`src/pft_pkg.sv`:
```
package pft_pkg;

  // result kinds
  localparam logic [1:0] KIND_FIRE   = 2'd0;
  localparam logic [1:0] KIND_DONE   = 2'd1;
  localparam logic [1:0] KIND_REJECT = 2'd2;

  // input actions
  localparam logic [1:0] ACT_ADD    = 2'd0;
  localparam logic [1:0] ACT_REMOVE = 2'd1;
  localparam logic [1:0] ACT_TICK   = 2'd2;
  localparam logic [1:0] ACT_IGNORE = 2'd3;  // unused code, only done

  localparam int unsigned DVD_W = 32;
  localparam int unsigned DVS_W = 24;

  // one timer entry as stored in the table memory
  typedef struct packed {
    logic [7:0]  id;
    logic [23:0] period;
    logic        once;
    logic        level;
    logic        armed;
    logic [23:0] phase;
    logic [31:0] base;
  } entry_t;

  // request to the shared divider
  typedef struct packed {
    logic             start;
    logic [DVD_W-1:0] dividend;
    logic [DVS_W-1:0] divisor;
  } div_req_t;

  // divider status
  typedef struct packed {
    logic             done;
    logic [DVS_W-1:0] rem;
  } div_rsp_t;

  typedef enum logic [3:0] {
    S_IDLE,
    S_ADD,
    S_REJ,
    S_RD,
    S_CHK,
    S_ARM,
    S_FIRE,
    S_REFIRE,
    S_DONE
  } state_t;

endpackage

```
`src/pft_div.sv`:
```
// Restoring divider, one quotient bit a cycle; only the remainder is kept.
module pft_div (
  input  logic              clk,
  input  logic              rst_n,
  input  pft_pkg::div_req_t req,
  output pft_pkg::div_rsp_t rsp
);

  localparam int unsigned CNT_W = $clog2(pft_pkg::DVD_W + 1);

  logic [pft_pkg::DVD_W-1:0] dvd_r, dvd_nxt;
  logic [pft_pkg::DVS_W:0]   rem_r, rem_nxt;
  logic [pft_pkg::DVS_W-1:0] dvs_r;
  logic [CNT_W-1:0]          cnt_r, cnt_nxt;
  logic                      busy_r, busy_nxt;
  logic                      done_r, done_nxt;
  logic [pft_pkg::DVS_W:0]   trial;

  // one shift-and-subtract step
  always_comb begin
    trial    = {rem_r[pft_pkg::DVS_W-1:0], dvd_r[pft_pkg::DVD_W-1]};
    dvd_nxt  = {dvd_r[pft_pkg::DVD_W-2:0], 1'b0};
    rem_nxt  = (trial >= {1'b0, dvs_r}) ? trial - {1'b0, dvs_r} : trial;
    cnt_nxt  = cnt_r - CNT_W'(1);
    busy_nxt = busy_r && (cnt_r != CNT_W'(1));
    done_nxt = busy_r && (cnt_r == CNT_W'(1));
  end

  always_ff @(posedge clk) begin
    if (!rst_n) begin
      busy_r <= 1'b0;
      done_r <= 1'b0;
      cnt_r  <= '0;
    end else if (req.start) begin
      busy_r <= 1'b1;
      done_r <= 1'b0;
      cnt_r  <= CNT_W'(pft_pkg::DVD_W);
    end else begin
      busy_r <= busy_nxt;
      done_r <= done_nxt;
      if (busy_r) cnt_r <= cnt_nxt;
    end
  end

  // payload
  always_ff @(posedge clk) begin
    if (req.start) begin
      dvd_r <= req.dividend;
      dvs_r <= req.divisor;
      rem_r <= '0;
    end else if (busy_r) begin
      dvd_r <= dvd_nxt;
      rem_r <= rem_nxt;
    end
  end

  assign rsp.done = done_r;
  assign rsp.rem  = rem_r[pft_pkg::DVS_W-1:0];

endmodule

```
`src/pft_mem.sv`:
```
// Entry memory: one write port, one registered read port.
module pft_mem #(
  parameter int unsigned SLOTS = 16,
  parameter int unsigned IW    = 4
) (
  input  logic                clk,
  input  logic                wr_en,
  input  logic [IW-1:0]       wr_addr,
  input  pft_pkg::entry_t     wr_data,
  input  logic [IW-1:0]       rd_addr,
  output pft_pkg::entry_t     rd_data
);

  pft_pkg::entry_t mem [SLOTS];
  pft_pkg::entry_t rd_data_r;

  always_ff @(posedge clk) begin
    if (wr_en) mem[wr_addr] <= wr_data;
    rd_data_r <= mem[rd_addr];
  end

  assign rd_data = rd_data_r;

endmodule

```
`src/periodic_flag_timer_table.sv`:
```
// Channel | Ports                          | Contents
// in      | in_tvalid/in_tready/in_tdata   | tuser: action; tdata: id, period, flags, now
// out     | out_tvalid/out_tready/out_tdata| tuser: kind; tlast: last; tdata: id, level
// Sequencing: remove walks the entries until the id matches; tick walks every
//   entry, and each entry that arms or refires waits on the shared 32-step
//   divider.
// Reset: rst_n synchronous, clears the sequencer, walk index, entry count,
//   output valid and age order. Stalls: each result waits in one output
//   register; the walk pauses while it is full. No new item is taken until the done transfer is loaded.
module periodic_flag_timer_table #(
  parameter int unsigned SLOTS = 16
) (
  input  logic        clk,
  input  logic        rst_n,
  input  logic        in_tvalid,
  output logic        in_tready,
  input  logic [71:0] in_tdata,   // trigger_id[7:0] period_ms[31:8] one_shot[32]
                                  // drive_high[33] now_ms[65:34], zero pad
  input  logic [1:0]  in_tuser,   // action[1:0]
  output logic        out_tvalid,
  input  logic        out_tready,
  output logic [15:0] out_tdata,  // fired_id[7:0] level[8], zero pad
  output logic [1:0]  out_tuser,  // kind[1:0]
  output logic        out_tlast
);

  localparam int unsigned IW = (SLOTS > 1) ? $clog2(SLOTS) : 1;
  localparam int unsigned CW = $clog2(SLOTS + 1);

  pft_pkg::state_t state_r, state_nxt;

  // latched item
  logic [1:0]  act_r;
  logic [7:0]  id_r;
  logic [23:0] per_r;
  logic        once_r, lvl_r;
  logic [31:0] now_r;
  logic [31:0] t_r;

  // age order: ord_r[0] newest, live entries in [0,cnt), free slots behind
  logic [IW-1:0] ord_r [SLOTS];
  logic [CW-1:0] cnt_r, k_r;

  // output register
  logic       out_valid_r;
  logic [1:0] out_kind_r;
  logic [7:0] out_id_r;
  logic       out_lvl_r, out_last_r;

  pft_pkg::entry_t  rd_data, wr_data;
  logic             wr_en;
  logic [IW-1:0]    wr_addr, rd_addr;
  pft_pkg::div_req_t div_req;
  pft_pkg::div_rsp_t div_rsp;

  logic        accept, out_free, table_full;
  logic        id_match, fire;
  logic [31:0] t_calc;
  logic [32:0] due;

  // control outputs
  logic       do_rotate, do_drop, do_step, do_load;
  logic [1:0] ld_kind;
  logic [7:0] ld_id;
  logic       ld_lvl, ld_last;

  assign accept     = in_tvalid && in_tready;
  assign out_free   = !out_valid_r || out_tready;
  assign table_full = (cnt_r == CW'(SLOTS));
  assign rd_addr    = ord_r[k_r[IW-1:0]];

  // entry checks
  assign id_match = (rd_data.id == id_r);
  assign t_calc   = now_r - {8'd0, rd_data.phase};
  assign due      = {1'b0, rd_data.base} + {9'd0, rd_data.period};
  assign fire     = (now_r >= {8'd0, rd_data.phase}) && ({1'b0, t_calc} >= due);

  pft_mem #(.SLOTS(SLOTS), .IW(IW)) u_mem (
    .clk     (clk),
    .wr_en   (wr_en),
    .wr_addr (wr_addr),
    .wr_data (wr_data),
    .rd_addr (rd_addr),
    .rd_data (rd_data)
  );

  pft_div u_div (
    .clk   (clk),
    .rst_n (rst_n),
    .req   (div_req),
    .rsp   (div_rsp)
  );

  // next state
  always_comb begin
    state_nxt = state_r;
    unique case (state_r)
      pft_pkg::S_IDLE: begin
        if (accept) begin
          priority case (in_tuser)
            pft_pkg::ACT_ADD:    state_nxt = pft_pkg::S_ADD;
            pft_pkg::ACT_REMOVE: state_nxt = pft_pkg::S_RD;
            pft_pkg::ACT_TICK:   state_nxt = pft_pkg::S_RD;
            default:             state_nxt = pft_pkg::S_DONE;
          endcase
        end
      end
      pft_pkg::S_ADD: begin
        if (per_r == 24'd0 || table_full) state_nxt = pft_pkg::S_REJ;
        else state_nxt = pft_pkg::S_DONE;
      end
      pft_pkg::S_REJ: begin
        if (out_free) state_nxt = pft_pkg::S_DONE;
      end
      pft_pkg::S_RD: begin
        if (k_r == cnt_r) state_nxt = pft_pkg::S_DONE;
        else state_nxt = pft_pkg::S_CHK;
      end
      pft_pkg::S_CHK: begin
        if (act_r == pft_pkg::ACT_REMOVE) begin
          state_nxt = id_match ? pft_pkg::S_DONE : pft_pkg::S_RD;
        end else if (!rd_data.armed) begin
          state_nxt = pft_pkg::S_ARM;
        end else if (fire) begin
          state_nxt = pft_pkg::S_FIRE;
        end else begin
          state_nxt = pft_pkg::S_RD;
        end
      end
      pft_pkg::S_ARM: begin
        if (div_rsp.done) state_nxt = pft_pkg::S_RD;
      end
      pft_pkg::S_FIRE: begin
        if (out_free) state_nxt = rd_data.once ? pft_pkg::S_RD : pft_pkg::S_REFIRE;
      end
      pft_pkg::S_REFIRE: begin
        if (div_rsp.done) state_nxt = pft_pkg::S_RD;
      end
      pft_pkg::S_DONE: begin
        if (out_free) state_nxt = pft_pkg::S_IDLE;
      end
      default: state_nxt = pft_pkg::S_IDLE;
    endcase
  end

  // control outputs
  always_comb begin
    in_tready        = (state_r == pft_pkg::S_IDLE);
    do_rotate        = 1'b0;
    do_drop          = 1'b0;
    do_step          = 1'b0;
    do_load          = 1'b0;
    ld_kind          = pft_pkg::KIND_DONE;
    ld_id            = 8'd0;
    ld_lvl           = 1'b0;
    ld_last          = 1'b0;
    wr_en            = 1'b0;
    wr_addr          = rd_addr;
    wr_data          = rd_data;
    div_req.start    = 1'b0;
    div_req.dividend = now_r;
    div_req.divisor  = rd_data.period;
    unique case (state_r)
      pft_pkg::S_ADD: begin
        if (per_r != 24'd0 && !table_full) begin
          do_rotate      = 1'b1;
          wr_en          = 1'b1;
          wr_addr        = ord_r[SLOTS-1];
          wr_data.id     = id_r;
          wr_data.period = per_r;
          wr_data.once   = once_r;
          wr_data.level  = lvl_r;
          wr_data.armed  = 1'b0;
          wr_data.phase  = 24'd0;
          wr_data.base   = 32'd0;
        end
      end
      pft_pkg::S_REJ: begin
        do_load = out_free;
        ld_kind = pft_pkg::KIND_REJECT;
        ld_id   = id_r;
      end
      pft_pkg::S_CHK: begin
        if (act_r == pft_pkg::ACT_REMOVE) begin
          do_drop = id_match;
          do_step = !id_match;
        end else if (!rd_data.armed) begin
          div_req.start = 1'b1;
        end else begin
          do_step = !fire;
        end
      end
      pft_pkg::S_ARM: begin
        if (div_rsp.done) begin
          do_step       = 1'b1;
          wr_en         = 1'b1;
          wr_data.armed = 1'b1;
          wr_data.phase = div_rsp.rem;
          wr_data.base  = now_r - {8'd0, div_rsp.rem};
        end
      end
      pft_pkg::S_FIRE: begin
        do_load          = out_free;
        ld_kind          = pft_pkg::KIND_FIRE;
        ld_id            = rd_data.id;
        ld_lvl           = rd_data.level;
        do_drop          = out_free && rd_data.once;
        div_req.start    = out_free && !rd_data.once;
        div_req.dividend = t_r;
      end
      pft_pkg::S_REFIRE: begin
        if (div_rsp.done) begin
          do_step      = 1'b1;
          wr_en        = 1'b1;
          wr_data.base = t_r - {8'd0, div_rsp.rem};
        end
      end
      pft_pkg::S_DONE: begin
        do_load = out_free;
        ld_last = 1'b1;
      end
      default: ;
    endcase
  end

  // control registers
  always_ff @(posedge clk) begin
    if (!rst_n) begin
      state_r     <= pft_pkg::S_IDLE;
      cnt_r       <= '0;
      k_r         <= '0;
      out_valid_r <= 1'b0;
      for (int j = 0; j < SLOTS; j++) ord_r[j] <= IW'(j);
    end else begin
      state_r <= state_nxt;
      if (accept) k_r <= '0;
      else if (do_step) k_r <= k_r + CW'(1);
      if (do_rotate) begin
        cnt_r    <= cnt_r + CW'(1);
        ord_r[0] <= ord_r[SLOTS-1];
        for (int j = 1; j < SLOTS; j++) ord_r[j] <= ord_r[j-1];
      end else if (do_drop) begin
        // freed slot goes to the tail, younger order is kept
        cnt_r <= cnt_r - CW'(1);
        for (int j = 0; j < SLOTS - 1; j++) begin
          if (CW'(j) >= k_r) ord_r[j] <= ord_r[j+1];
        end
        ord_r[SLOTS-1] <= ord_r[k_r[IW-1:0]];
      end
      if (do_load) out_valid_r <= 1'b1;
      else if (out_tready) out_valid_r <= 1'b0;
    end
  end

  // payload registers
  always_ff @(posedge clk) begin
    if (accept) begin
      act_r  <= in_tuser;
      id_r   <= in_tdata[7:0];
      per_r  <= in_tdata[31:8];
      once_r <= in_tdata[32];
      lvl_r  <= in_tdata[33];
      now_r  <= in_tdata[65:34];
    end
    if (state_r == pft_pkg::S_CHK) t_r <= t_calc;
    if (do_load) begin
      out_kind_r <= ld_kind;
      out_id_r   <= ld_id;
      out_lvl_r  <= ld_lvl;
      out_last_r <= ld_last;
    end
  end

  assign out_tvalid = out_valid_r;
  assign out_tdata  = {7'd0, out_lvl_r, out_id_r};
  assign out_tuser  = out_kind_r;
  assign out_tlast  = out_last_r;

  // checks
  a_cnt_range: assert property (@(posedge clk) disable iff (!rst_n)
    cnt_r <= CW'(SLOTS)) else $error("entry count above table size");

  a_walk_range: assert property (@(posedge clk) disable iff (!rst_n)
    k_r <= cnt_r) else $error("walk index past live entries");

  a_busy_after_accept: assert property (@(posedge clk) disable iff (!rst_n)
    accept |=> !in_tready) else $error("ready right after an accepted item");

  a_div_only_waited: assert property (@(posedge clk) disable iff (!rst_n)
    div_rsp.done |-> (state_r == pft_pkg::S_ARM || state_r == pft_pkg::S_REFIRE))
    else $error("divider finished outside a wait state");

  a_no_load_on_full: assert property (@(posedge clk) disable iff (!rst_n)
    (out_valid_r && !out_tready) |-> !do_load) else $error("result overwritten");

endmodule
```
`config.mk`:
```
export PLATFORM = sky130hd
export DESIGN_NAME = periodic_flag_timer_table
export DESIGN_NICKNAME = d
export VERILOG_FILES = /design/src/pft_pkg.sv /design/src/pft_div.sv /design/src/pft_mem.sv /design/src/periodic_flag_timer_table.sv
export SDC_FILE = /design/constraint.sdc
export NUM_CORES = 2
export LEC_CHECK = 0
export BUFFER_PORTS_ARGS = -buffer_cell sky130_fd_sc_hd__clkbuf_2
export CAP_MARGIN = 20
export CELL_PAD_IN_SITES_DETAIL_PLACEMENT = 1
export CELL_PAD_IN_SITES_GLOBAL_PLACEMENT = 2
export CORE_ASPECT_RATIO = 1.2
export CORE_MARGIN = 2
export CORE_UTILIZATION = 49
export DETAILED_ROUTE_END_ITERATION = 8
export PLACE_DENSITY_LB_ADDON = 0.1
export SLEW_MARGIN = 25
export SYNTH_ARGS = -nofsm -noshare
export SYNTH_HDL_FRONTEND = slang
export SYNTH_SLANG_ARGS = --single-unit
```
`constraint.sdc`:
```
create_clock -name clk -period 7.8 [get_ports clk]
set_input_delay 0.39 -clock clk [delete_from_list [all_inputs] [get_ports clk]]
set_output_delay 0.39 -clock clk [all_outputs]
set_load 0.03 [all_outputs]
```
==> results.ini <==
[synth]
seq_area_frac_synth_pct = 69.8
synth_cell_type_count = 73
synth_edf_count = 1688
ys_ff_latch = 1830
synthCells = 4280
syn-cell-area_um2 = 76700
synth_compound_area_share_pct = 4.96
async_flop_share_pct = 0
synth_top_family_by_area = multiplexers
synth_simple_gate_area_share_pct = 3.88
synth_top_area_share_pct = 66.0
ys.flop_type = edfxtp_1
synthAdderAreaFrac_pct = 2.78
muxShareOfSynthArea_pct = 15.3
syn_area_per_cell_um2 = 17.9
yosysWarnings = 0
yosysTopAreaCell = edfxtp_1
yosys-top-cells-area = edfxtp_1 (66%), mux4_2 (14%), dfxtp_1 (3.7%)
synth_xor_area_share_pct = 1.65

[critical_path]
crit_fanout = 8
rrSetupSlack_ns = 1.12
start_kind = flip-flop
cp-startpoint = now_r[1]
ff2ff_path_depth = 22
setup.worst_path.end_class = flip-flop
r2r_start = now_r[1]
arrival_ns = 7.43
critPathRequiredTime_ns = 8.55
path_class = flip-flop to flip-flop

[global_routing]
grt_max_degree = 143
grt_pass1_wl_um = 303000
grt_pass1_vias = 43800
grtUsageTotal_pct = 26.3
grt.overflow.total = 0
antenna_found_initial = 5

[sta]
period_needed_ns = 6.68
rsz0062_at_grt = false
worst_hold_slack_ns = 0.174
tns_ns = 0
post-route-period-util_pct = 85.7
setup_viol = 0
skew_ns = 0.0338
fmax_mhz = 150
maxSlewViolCount = 0
slew_headroom_pct = 19.4
tightest_slew_ns = 1.21
hold_viol = 0
fin_ws_ns = 1.12

[finish]
fin_cells = 6785
layout_common_cells = edfxtp_1 (1688), mux4_2 (471), nand2_1 (216)
nFillCells = 14000
layout_commonest_cell = edfxtp_1
stdcell_area_um2 = 87000
post-route-util_pct = 55.8
fin_nets = 4786
drive_gt1_share_pct = 21.5
syn2layout_area_growth_pct = 13.3

[drt]
first_iter_violations = 3400
wl_per_cell_um = 30.5
vias_per_cell = 6.09
drt-total-wl_um = 207000
via_count = 41300
first_pass_iters = 7
post-route-drc-count = 0
drtAntennaViolNets = 0

[place]
gp_congestion = 0.849
placed_area_um2 = 80200
placedCellCount = 6381
dp_hpwl_um = 122000
pre_cts_ws_ns = 1.19
io_buffer_count = 85

[die]
fp.dieH_um = 438
core_um2 = 156000
ios = 99
start_util_pct = 49.2
die_w_um = 365
placementRows = 159
die_area_um2 = 160000

[cts]
ctsResizeCount = 0
cts_buffer_depth = 3
path_clk_slew_ns = 0.06
post_cts_buffers = 0
insertion_delay_ns = 0.85
cts_inserted_buffers = 181
root_buffer = clkbuf_16
htree_levels = 4
cts_tree = built
cts.sinks = 1830

[worst_hold_path]
hold_class = input port to flip-flop

[power]
power_mw = 34.8
p_leak_nw = 28.7
p_per_area_nw_per_um2 = 400
peakVddDrop_v = 0.000288

[flow_run]
cap_violations = 0

[run_status]
status = complete, no violations

==> registers in the layout, summed over array words and instances, names as in the netlist, 2 cells and up, named ones only <==
name	cells
ord_r	64
cnt_r	5
out_tuser	2
t_r	32
u_div.dvd_r	32
u_div.cnt_r	6
k_r	5
out_id_r	8
act_r	2
state_r	4
id_r	8
per_r	24
now_r	32
u_div.dvs_r	24
u_mem.mem	1456
u_div.rem_r	24
u_mem.rd_data	91
==> synthesized netlist by cell type (6+ instances only) <==
library cell,n
a211oi_1,19
nand2_1,217
buf_1,28
mux4_2,475
o41ai_1,6
xor2_1,60
o31ai_1,9
o22a_1,15
mux2i_1,65
o21a_1,16
a22oi_1,7
xnor2_1,85
o22ai_1,7
fa_1,6
a21o_1,50
buf_6,6
nand2b_1,28
buf_4,9
nor3_1,39
o31a_1,6
nor2b_1,27
clkbuf_1,101
nand4_1,22
nor2_1,174
nor4_1,20
o21ai_0,192
nor3b_1,7
and3_1,15
ha_1,161
a21oi_1,158
nand3_1,45
a31oi_1,20
a21boi_0,6
o21bai_1,15
a22o_1,31
and2_1,15
a221oi_1,6
buf_2,42
o211ai_1,14
inv_1,122
mux2_2,34
or3_1,9
edfxtp_1,1688
dfxtp_1,142
==> cell families after synthesis <==
kind of cell	count (synthesis)
multiplexers	574
AND/OR/NAND/NOR	642
buffers and inverters	309
adder cells (fa/ha/maj)	167
other	1
XOR/XNOR	145
AO/OA/AOI/OAI	612
flip-flops	1830
==> worst min-delay path by stage <==
stage	start	to	slack, ns	depth (start not counted)
after floorplan	u_mem.rd_data[59]	u_div.dvs_r[0]	0.43	0
after global placement	u_div.cnt_r[0]	u_div.cnt_r[0]	0.48	2
after detailed placement	u_div.cnt_r[0]	u_div.cnt_r[0]	0.49	2
after CTS	rst_n	ord_r[10][1]	0.11	3
after global routing	rst_n	u_div.busy_r	0.18	3
final	rst_n	u_div.busy_r	0.17	3
==> where the power goes <==
group	internal (mW)	switching, mW	leakage, nW
Combinational	4.40	7.45	9.31
Clock	5.01	3.79	2.93
Sequential	13.3	0.796	16.5
Total	22.8	12.0	28.7
==> final cells by class <==
class	count	area [µm²]	share of cell area (%)
clock inverters	102	1060	1.22
diodes	1	2.50	0.00288
multi-input cells	2147	22100	25.5
clock buffers	231	4920	5.66
repair buffers	258	2220	2.56
inverters	123	464	0.534
well taps	2093	2620	3.01
flip-flops and latches	1830	53500	61.6
==> timing repair <==
action | CTS | global route
hold buffers | 69 | 0
setup endpoints to repair | 0 | 0
hold endpoints to repair | 70 | 0
==> metal layers <==
layer / GRT usage (%) / vias to the layer above / wire length (µm)
met5: 0 / - / 0
met2: 44.1 / 1097 / 104000
li1: - / 17700 / -
met3: 3.06 / 261 / 9710
met1: 37.1 / 22200 / 89600
met4: 6.42 / 0 / 4170
==> critical path, cell delays in order (launching register included) <==
cell,delay [ns]
edfxtp_1,0.51
ha_1,0.36
nor2b_1,0.14
o31a_1,0.31
nor4_1,0.41
o21ai_1,0.33
a2111oi_0,0.65
o31a_1,0.28
o21ai_0,0.18
o21a_1,0.21
nor2_1,0.12
xnor2_1,0.12
ha_1,0.34
nand4_1,0.13
nor4_1,0.52
a31oi_1,0.18
a21oi_1,0.15
nand2_1,0.07
a31oi_1,0.15
nand3_1,0.25
a31oi_1,0.75
o21ai_0,0.24
a21oi_1,0.19
No activity file was read; power rests on OpenSTA's default activity.
